[src/text_terminal_with_color_escapes_defines.svh]
// assertion macros used by the terminal datapath
`ifndef TEXT_TERMINAL_WITH_COLOR_ESCAPES_DEFINES_SVH
`define TEXT_TERMINAL_WITH_COLOR_ESCAPES_DEFINES_SVH
`ifndef SYNTHESIS
`define TTC_ASSERT(lbl, expr) \
    lbl: assert property (@(posedge clk) disable iff (!rst_n) (expr)) \
        else $error("ttc assertion failed");
`define TTC_ASSERT_NEXT(lbl, pre, post) \
    lbl: assert property (@(posedge clk) disable iff (!rst_n) (pre) |=> (post)) \
        else $error("ttc assertion failed");
`else
`define TTC_ASSERT(lbl, expr)
`define TTC_ASSERT_NEXT(lbl, pre, post)
`endif
`endif

[src/ttc_pkg.sv]
// shared types, constants and tables of the text terminal
package ttc_pkg;

    localparam int COLS   = 80;
    localparam int LINES  = 25;
    localparam int CELLS  = COLS * LINES;
    localparam int ADDR_W = $clog2(CELLS);
    localparam int COL_W  = 7;
    localparam int ROW_W  = 5;

    localparam logic [7:0] ATTR_DEFAULT = 8'h07;
    localparam logic [7:0] MASK_FG_KEEP = 8'h8F;
    localparam logic [7:0] MASK_BG_KEEP = 8'hF8;
    localparam logic [7:0] BIT_BRIGHT   = 8'h08;
    localparam logic [7:0] BIT_FLASH    = 8'h80;
    localparam logic [7:0] CH_LF        = 8'h0A;
    localparam logic [7:0] CH_CR        = 8'h0D;
    localparam logic [7:0] CH_BSL       = 8'h5C;
    localparam logic [7:0] CH_E         = 8'h65;
    localparam logic [7:0] CH_LBR       = 8'h5B;
    localparam logic [7:0] CH_M         = 8'h6D;
    localparam logic [7:0] CH_SEMI      = 8'h3B;
    localparam logic [7:0] CH_ZERO      = 8'h30;
    localparam logic [7:0] CH_NINE      = 8'h39;

    typedef enum logic [1:0] {
        CMD_PUT   = 2'd0,
        CMD_MOVE  = 2'd1,
        CMD_CLEAR = 2'd2,
        CMD_READ  = 2'd3
    } cmd_t;

    typedef enum logic [2:0] {
        ST_INIT,
        ST_IDLE,
        ST_EXEC,
        ST_GLYPH,
        ST_SCR_RD,
        ST_SCR_WR,
        ST_CLR,
        ST_DONE
    } state_t;

    typedef struct packed {
        logic latch;
        logic exec;
        logic glyph;
        logic scr_rd;
        logic scr_wr;
        logic clr;
        logic load;
    } dp_cmd_t;

    typedef struct packed {
        cmd_t cmd;
        logic exec_glyph;
        logic exec_scroll;
        logic glyph_more;
        logic glyph_scroll;
        logic glyph_left;
        logic sweep_last;
        logic out_free;
    } dp_sts_t;

    function automatic logic [2:0] iso_to_vga(input logic [2:0] c);
        logic [2:0] r;
        case (c)
            3'd0: r = 3'd0;
            3'd1: r = 3'd4;
            3'd2: r = 3'd2;
            3'd3: r = 3'd6;
            3'd4: r = 3'd1;
            3'd5: r = 3'd5;
            3'd6: r = 3'd3;
            default: r = 3'd7;
        endcase
        return r;
    endfunction

    function automatic logic [7:0] lead_char(input logic [1:0] i);
        logic [7:0] r;
        case (i)
            2'd0: r = CH_BSL;
            2'd1: r = CH_E;
            default: r = CH_LBR;
        endcase
        return r;
    endfunction

endpackage

[src/ttc_ctrl.sv]
// command sequencer of the text terminal
module ttc_ctrl (
    input  logic             clk,
    input  logic             rst_n,
    input  logic             s_tvalid,
    output logic             s_tready,
    input  ttc_pkg::dp_sts_t sts,
    output ttc_pkg::dp_cmd_t cmd
);

    ttc_pkg::state_t state_reg, state_next;

    always_ff @(posedge clk or negedge rst_n)
    begin
        if (!rst_n)
            state_reg <= ttc_pkg::ST_INIT;
        else
            state_reg <= state_next;
    end

    always_comb
    begin
        state_next = state_reg;
        case (state_reg)
            ttc_pkg::ST_INIT:
                if (sts.sweep_last) state_next = ttc_pkg::ST_IDLE;
            ttc_pkg::ST_IDLE:
                if (s_tvalid) state_next = ttc_pkg::ST_EXEC;
            ttc_pkg::ST_EXEC:
            begin
                case (sts.cmd)
                    ttc_pkg::CMD_PUT:
                        if (sts.exec_scroll)
                            state_next = ttc_pkg::ST_SCR_RD;
                        else if (sts.exec_glyph)
                            state_next = ttc_pkg::ST_GLYPH;
                        else
                            state_next = ttc_pkg::ST_DONE;
                    ttc_pkg::CMD_CLEAR:
                        state_next = ttc_pkg::ST_CLR;
                    default:
                        state_next = ttc_pkg::ST_DONE;
                endcase
            end
            ttc_pkg::ST_GLYPH:
                if (sts.glyph_scroll)
                    state_next = ttc_pkg::ST_SCR_RD;
                else if (!sts.glyph_more)
                    state_next = ttc_pkg::ST_DONE;
            ttc_pkg::ST_SCR_RD:
                state_next = ttc_pkg::ST_SCR_WR;
            ttc_pkg::ST_SCR_WR:
                if (!sts.sweep_last)
                    state_next = ttc_pkg::ST_SCR_RD;
                else if (sts.glyph_left)
                    state_next = ttc_pkg::ST_GLYPH;
                else
                    state_next = ttc_pkg::ST_DONE;
            ttc_pkg::ST_CLR:
                if (sts.sweep_last) state_next = ttc_pkg::ST_DONE;
            ttc_pkg::ST_DONE:
                if (sts.out_free) state_next = ttc_pkg::ST_IDLE;
            default:
                state_next = ttc_pkg::ST_INIT;
        endcase
    end

    always_comb
    begin
        cmd      = '0;
        s_tready = 1'b0;
        case (state_reg)
            ttc_pkg::ST_INIT:   cmd.clr = 1'b1;
            ttc_pkg::ST_IDLE:
            begin
                s_tready  = 1'b1;
                cmd.latch = s_tvalid;
            end
            ttc_pkg::ST_EXEC:   cmd.exec = 1'b1;
            ttc_pkg::ST_GLYPH:  cmd.glyph = 1'b1;
            ttc_pkg::ST_SCR_RD: cmd.scr_rd = 1'b1;
            ttc_pkg::ST_SCR_WR: cmd.scr_wr = 1'b1;
            ttc_pkg::ST_CLR:    cmd.clr = 1'b1;
            ttc_pkg::ST_DONE:   cmd.load = sts.out_free;
            default:            cmd = '0;
        endcase
    end

endmodule

[config.mk]
export PLATFORM = sky130hd
export DESIGN_NAME = ttc_ctrl
export DESIGN_NICKNAME = d
export VERILOG_FILES = /design/src/text_terminal_with_color_escapes_defines.svh /design/src/ttc_pkg.sv /design/src/ttc_ctrl.sv
export SDC_FILE = /design/constraint.sdc
export NUM_CORES = 1
export LEC_CHECK = 0
export BUFFER_PORTS_ARGS = -buffer_cell sky130_fd_sc_hd__buf_2
export CAP_MARGIN = 20
export CORE_AREA = 2 2 39 41
export DETAILED_ROUTE_END_ITERATION = 12
export DIE_AREA = 0 0 41 43
export HOLD_SLACK_MARGIN = 0.06
export PLACE_DENSITY_LB_ADDON = 0.12
export SYNTH_ARGS = -nofsm -noshare
export SYNTH_HDL_FRONTEND = slang
export SYNTH_SLANG_ARGS = --single-unit
[constraint.sdc]
create_clock -name clk -period 1.5 [get_ports clk]
set_input_delay 0.075 -clock clk [delete_from_list [all_inputs] [get_ports clk]]
set_output_delay 0.075 -clock clk [all_outputs]
set_load 0.01 [all_outputs]
== After elaboration in Yosys (flattened, before gate mapping) ==
Index checks and enable logic that the tools add are counted.

* Logic and storage cells: 38
* Output and inout bits: 8
* Flip-flop bits (word level): 3
* Bits of input ports: 12

* Reduce and logical (&&, ||, !) cells: 4
* Muxes and demuxes: 20
* Equality and inequality tests: 13

{| class="wikitable"
|+ Operator list
! cell !! number
|-
| 2-to-1 mux 3 bit || 10
|-
| case mux 3 bit (8 select lines) || 1
|-
| equality test 3 bit (second input constant) || 4
|-
| 2-to-1 mux 1 bit || 8
|-
| != test 2 bit (second input constant) || 4
|-
| equality test 3 x 2 -> 1 bit (second input constant) || 2
|-
| case mux 3 bit (2 select lines) || 1
|-
| AND reduction 5 bit || 1
|-
| equality test 3 x 1 -> 1 bit (second input constant) || 1
|-
| logical NOT 3 bit || 1
|-
| != test 3 bit (second input constant) || 1
|-
| equality test 2 bit (second input constant) || 1
|-
| logical NOT 2 bit || 1
|-
| OR reduction 2 bit || 1
|}

== Depth between registers and ports, before layout ==
Gate-level depths: netlist of the first run.

* Depth after elaboration: 4
* Mapped depth: 5
* Mapped depth without buffers: 4

== Least setup slack after synthesis of the first run ==
No wires, ideal clock.

* Kind: register to register
* Start: register state_reg[2]
* End: register state_reg[1]
* Stages on the path, launching flop included: 6
* Data required time: 1.379 ns
* Clock period less this slack: 1.308 ns
* Path buffers: 1
* Slack: 0.192 ns
* Library setup time: 0.121 ns
* Data arrival time: 1.187 ns
* Cell sequence: dfrtp_1 > buf_2 > nand2_1 > o32ai_1 > a211o_1 > o22a_1

* Word-level cells in the longest chain between the ends: 3
* Elaborated cells between the ends (all ways): 15
* Classes of those cells: eq/ne (12); mux (1); reduce/logical (2)

{| class="wikitable"
|+ RTL lines
! what !! line !! RTL
|-
| start, declared || ttc_ctrl.sv:11 || <nowiki>ttc_pkg::state_t state_reg, state_next;</nowiki>
|-
| start signal, assigned || ttc_ctrl.sv:16 || <nowiki>state_reg <= ttc_pkg::ST_INIT;</nowiki>
|-
| start signal, assigned || ttc_ctrl.sv:18 || <nowiki>state_reg <= state_next;</nowiki>
|-
| equality test 3 x 2 -> 1 bit, or another cell as far along || ttc_ctrl.sv:24 || <nowiki>case (state_reg)</nowiki>
|-
| != test 3 bit (no line) / != test 2 bit (equally long branches) || n/a ||
|-
| AND reduction 5 bit (no line) || n/a ||
|}

Several ways; a longest one is shown, not always the timed one.
A chain may end at the register's enable or synchronous reset.

== Worst setup path after layout of the first run ==
* Start: register state_reg[1]
* End: register state_reg[1]

The elaborated chain is that of the path after synthesis.

==> results.tsv, run 1 <==
stage	metric	value	unit
worst_setup_path	reg2reg_depth	4	
pwr	worst_ir_drop_vdd	0.9180	mV
global_route	grt_pass1_wl	1407	um
cts	path_clk_slew	0.04	ns
synthesis	synth_area	309.0	um2
worst_setup_path	worst_ep_arrival_time	1.51	ns
synthesis	synthesis.nets	56	
timing	min_period_over_period	92.94	%
synthesis	ys_types	21	
routing	vias_per_cell	4.659	
cts	numCtsBuffers	3	
cts	cts_buffer_depth	2	
pwr	pwr_density_cell	1994	nW/um2
synthesis	seq_area_frac_synth	24.29	%
timing	hold_viol_final	0	
synthesis	synthTopCellsByArea	dfrtp_1, nand2_1, nor2_1	
global_route	grt_usage	11.97	%
floorplanning	ios	20	
global_route	grt_max_degree	13	
synthesis	yosysTopAreaCell	dfrtp_1	
place	gp_congestion	0.7335	
outcome	status	complete, no violations	
routing	ant_nets	0	
routing	routedWlPerCell	10.28	um
floorplanning	core_area	1384	um2
worst_setup_path	cp.depth	4	
place	port_buffers	19	
floorplanning	num_rows	14	
worst_setup_path	critPathMaxStageDelay	0.51	ns
place	placed_area	432.9	um2
pwr	power	935.8	uW
timing	min_period	1.394	ns
floorplanning	die_h	43	um
worst_setup_path	cp_num_buf_inv	0	
timing	finalSetupViolCount	0	
timing	tns	0	ns
timing	holdWs	0.1657	ns
layout	final_nets	82	
layout	final_util	33.91	%
worst_setup_path	critPathTopFamily	compound AO/OA/AOI/OAI gates	
synthesis	syn_area_per_cell	7.024	um2
layout	drive_gt1_share	39.13	%
synthesis	synth_cells	44	
layout	fill_cells	160	
synthesis	ys_ff_latch	3	
worst_setup_path	cp_cell_sequence	nand2b_1, o32ai_1, a211o_1, o22a_1	
worst_setup_path	crit_path_top_delay_cell	dfrtp_1	
worst_hold_path	holdCritPathClass	in -> async	
worst_setup_path	crit_path_end_kind	register	
pwr	p_leak	0.2380	nW
floorplanning	die_w	41	um
worst_setup_path	crit_fanout	12	
place	place_hpwl	720.4	um
layout	syn_to_final_growth	51.82	%
run	maxCapViolCount	0	
routing	drt_iter0_markers	2	
layout	final_common_cell	buf_2	
routing	vias	396	
timing	relSlewSlack	78.61	%
layout	largest_reg_flops	3	
cts	cts_root_buffer	clkbuf_4	
timing	finalClockSkew	0.002628	ns
cts	clkLatencyLatePin	0.23	ns
cts	postCtsSetupBuffers	0	
global_route	antenna_found_initial	0	
floorplanning	initial_core_util	22.33	%
routing	firstDrtPassIters	2	
timing	tightest_slew	0.3209	ns
layout	final_cell_area	469.2	um2
timing	clock.fmax	717.3	MHz
timing	slew_viol_final	0	
layout	final_cell_mix	buf_2, nand2_1, nor2_1	
timing	rsz0062_at_grt	no	
worst_setup_path	path_class	reg -> reg	
global_route	grt_pass1_vias	352	
routing	finalWirelength	874	um
worst_setup_path	cp.required	1.61	ns
worst_setup_path	start_kind	register	
synthesis	yosysWarningCount	0	
global_route	overflow	0	
cts	cts_sinks	3	
routing	drc	0	
layout	diodes	0	
floorplanning	die_area	1763	um2
cts	ctsHtreeMaxLevel	1	
cts	cts_tree	done	
synthesis	synth_top_cell_area_share	24.29	%
synthesized netlist by cell type, drive strengths merged:
library cell	count
o21ba	1
nor3	1
dfrtp	3
nand2	8
nor4	2
nor2b	1
a22o	1
inv	1
o22a	1
or3	1
nand2b	1
o21ai	3
xnor2	1
nor3b	3
nor2	7
a21oi	2
a21boi	2
buf	3
a211o	1
o32ai	1
power by group:
part,internal (mW),switching [mW],total [mW]
clock network,0.0996,0.0397,0.139
logic,0.312,0.262,0.574
registers,0.123,0.0996,0.223
total,0.534,0.401,0.936
path summary, 6_finish.rpt:
path                         startpoint            to  slack [ns]
min                               rst_n  state_reg[2]        0.17
min in group clk                 sts[4]  state_reg[2]        0.18
max                        state_reg[1]  state_reg[1]        0.11
max in group asynchronous         rst_n  state_reg[1]        1.23
max reg2reg                state_reg[1]  state_reg[1]        0.11
min reg2reg                state_reg[0]  state_reg[2]        0.63
cell type report:
cell class / instances / area, um2 / area share, %
sequential: 3 / 75.07 / 16.00
timing repair buffer: 24 / 135.1 / 28.80
multi-input combinational: 37 / 209.0 / 44.53
clock buffer: 4 / 26.28 / 5.600
tap: 16 / 20.02 / 4.267
inverter: 1 / 3.754 / 0.8000
layer usage:
metal	vias up	share of wire, %	track usage [%]
met5	-	0	0
met4	0	0	8.000
met3	0	5.6	3.665
met2	10	47	15.94
met1	180	47	15.86
li1	206	-	-
cell families (layout without fill, tap and decap cells):
logic type,after synthesis,count (layout),share of synthesized area [%]
compound gates,12,12,27.53
xor+xnor,1,1,2.835
flops,3,3,24.29
simple gates,24,24,37.25
buf+inv,4,29,8.096
repair_timing:
action | 4_1_cts | 5_1_grt
hold buffers | 1 | 0
hold endpoints to repair | 3 | 0
gates resized for setup | 0 | 0
metrics by stage:
stage	instances	worst slack [ns]
finish	85	0.1059
global route	85	0.009347
CTS	85	0.1026
detailed placement	80	0.1069
global placement	80	0.09632
floorplan	44	0.1917
Power figures use the tool's default switching activity.
==> inputs of run 2 (changes only) <==
- CORE_AREA: 2 2 39 41 -> 3 3 40 42
- DIE_AREA: 0 0 41 43 -> 0 0 43 45
==> run 2 against run 1 <==
Highest routed layer unchanged. Routed wire length up 1.1%. Largest power group unchanged. Clock skew down 0.00057 ns. Critical path type unchanged. Via count down 5.1%. Global-route usage down 1.6 points. Critical path depth unchanged. Fmax up 3.0%.
==> results.tsv, run 2 (same netlist as run 1, synthesis figures left out) <==
stage	metric	value	unit	change
floorplanning	num_rows	13		was 14
pwr	worst_ir_drop_vdd	1.152	mV	was 0.9180 mV
worst_setup_path	reg2reg_depth	4		unchanged
global_route	overflow	0		unchanged
cts	path_clk_slew	0.04	ns	about the same
floorplanning	die_w	43	um	was 41 um
worst_setup_path	crit_path_top_delay_cell	dfrtp_2		was dfrtp_1
worst_setup_path	critPathMaxStageDelay	0.46	ns	was 0.51 ns
floorplanning	core_area	1285	um2	was 1384 um2
cts	cts_buffer_depth	2		unchanged
routing	vias	376		was 396
routing	finalWirelength	884	um	was 874 um
layout	largest_reg_flops	3		unchanged
cts	cts_root_buffer	clkbuf_4		unchanged
cts	cts_tree	done		unchanged
global_route	grt_max_degree	13		unchanged
layout	final_util	36.61	%	was 33.91%
pwr	pwr_density_cell	2001	nW/um2	was 1994 nW/um2
cts	ctsHtreeMaxLevel	1		unchanged
outcome	status	complete, no violations		unchanged
floorplanning	ios	20		unchanged
floorplanning	initial_core_util	24.05	%	was 22.33%
pwr	p_leak	0.2363	nW	was 0.2380 nW
routing	firstDrtPassIters	2		unchanged
layout	diodes	0		unchanged
global_route	antenna_found_initial	0		unchanged
layout	final_cell_mix	buf_2, nand2_1, nor2_1		unchanged
global_route	grt_pass1_vias	346		was 352
layout	syn_to_final_growth	52.23	%	was 51.82%
worst_setup_path	r2r_setup_slack	0.15	ns	was 0.11 ns
timing	rsz0062_at_grt	no		unchanged
worst_setup_path	crit_path_end_kind	register		unchanged
global_route	grt_pass1_wl	1511	um	was 1407 um
floorplanning	die_h	45	um	was 43 um
worst_setup_path	r2r-end	state_reg[0]		was state_reg[1]
worst_setup_path	crit_fanout	12		unchanged
worst_setup_path	path_class	reg -> reg		unchanged
worst_setup_path	crit_path_end	state_reg[0]		was state_reg[1]
global_route	grt_usage	10.34	%	was 11.97%
timing	hold_viol_final	0		unchanged
layout	final_nets	82		unchanged
timing	tns	0	ns	unchanged
cts	clkLatencyLatePin	0.23	ns	about the same
place	place_ws	0.05065	ns	was 0.1069 ns
timing	slew_viol_final	0		unchanged
worst_setup_path	worst_ep_arrival_time	1.47	ns	was 1.51 ns
routing	drt_iter0_markers	4		was 2
timing	relSlewSlack	83.10	%	was 78.61%
place	port_buffers	19		unchanged
timing	min_period	1.354	ns	was 1.394 ns
worst_setup_path	rr_startpoint	state_reg[1]		unchanged
timing	holdWs	0.1657	ns	about the same
run	maxCapViolCount	0		unchanged
routing	drc	0		unchanged
worst_setup_path	cp.required	1.62	ns	was 1.61 ns
timing	clock.fmax	738.7	MHz	was 717.3 MHz
floorplanning	die_area	1935	um2	was 1763 um2
worst_setup_path	cp_cell_sequence	nand2b_1, o32ai_1, a211o_1, o21ba_2		was nand2b_1, o32ai_1, a211o_1, o22a_1
timing	setup_slack	0.1462	ns	was 0.1059 ns
routing	ant_nets	0		unchanged
cts	numCtsBuffers	3		unchanged
timing	min_period_over_period	90.25	%	was 92.94%
timing	finalSetupViolCount	0		unchanged
routing	vias_per_cell	4.476		was 4.659
cts	cts_sinks	3		unchanged
worst_setup_path	start_kind	register		unchanged
layout	final_common_cell	buf_2		unchanged
place	place_hpwl	738	um	was 720.4 um
timing	tightest_slew	0.2511	ns	was 0.3209 ns
timing	finalClockSkew	0.002061	ns	was 0.002628 ns
cts	postCtsSetupBuffers	0		unchanged
worst_setup_path	critPathLaunch	state_reg[1]		unchanged
routing	routedWlPerCell	10.52	um	was 10.28 um
place	gp_congestion	0.7001		was 0.7335
layout	drive_gt1_share	42.03	%	was 39.13%
worst_hold_path	holdCritPathClass	in -> async		unchanged
## run 2: changes by cell type in the layout (fill, tap and decap cells not counted)
cell / delta
dfrtp_1: -2
dfrtp_2: +2
## run 2: cell type report
type | instances | area, um2
clock buffer | 4 | 26.28
fill | 153 | 814.5
inverter | 1 | 3.754
multi-input combinational | 37 | 209.0
sequential | 3 | 77.57
tap | 15 | 18.77
timing repair buffer | 24 | 135.1
## run 2: metal layers
| metal | routed length [um] | vias to the layer above | track usage [%] |
|---|---|---|---|
| li1 | - | 204 | - |
| met5 | 0 | - | 0 |
| met1 | 417 | 161 | 13.80 |
| met3 | 52 | 0 | 2.390 |
| met2 | 414 | 11 | 15.57 |
| met4 | 0 | 0 | 5.422 |
## run 2: worst min-delay path by stage
stage               startpoint           end  slack (ns)  cells after the start
global route            sts[4]  state_reg[2]        0.17                      3
global placement         rst_n  state_reg[0]       -0.13                      1
finish                   rst_n  state_reg[0]        0.17                      2
floorplan                rst_n  state_reg[0]       -0.22                      0
CTS                     sts[4]  state_reg[2]        0.16                      3
detailed placement       rst_n  state_reg[1]       -0.12                      1
## run 2: power breakdown
group	switching [mW]	leakage [nW]	internal (mW)
registers	0.0892	0.0315	0.129
clock network	0.0412	0.0150	0.0997
logic	0.272	0.190	0.310
total	0.402	0.236	0.539
## run 2: worst max-delay path: cells and delay by family (launching register included)
| kind | cells | cell delay [ns] |
|---|---|---|
| AO/OA/AOI/OAI | 3 | 0.59 |
| flip-flops | 1 | 0.46 |
| AND/OR/NAND/NOR | 1 | 0.19 |
## run 2: per-stage QoR
step / cells / area [um2] / power [mW]
6_report: 84 / 470.5 / 0.9413
5_1_grt: 84 / 470.5 / 1.034
4_1_cts: 84 / 467.9 / 0.9512
3_5_place_dp: 79 / 431.7 / 0.7999
3_3_place_gp: 79 / 431.7 / 0.8048
2_1_floorplan: 44 / 309.0 / 0.6059
## run 2: timing repair
action,4_1_cts,5_1_grt
gates resized for setup,0,2
endpoints found under the hold margin,3,0
hold buffers,1,0
setup endpoints to repair,0,2
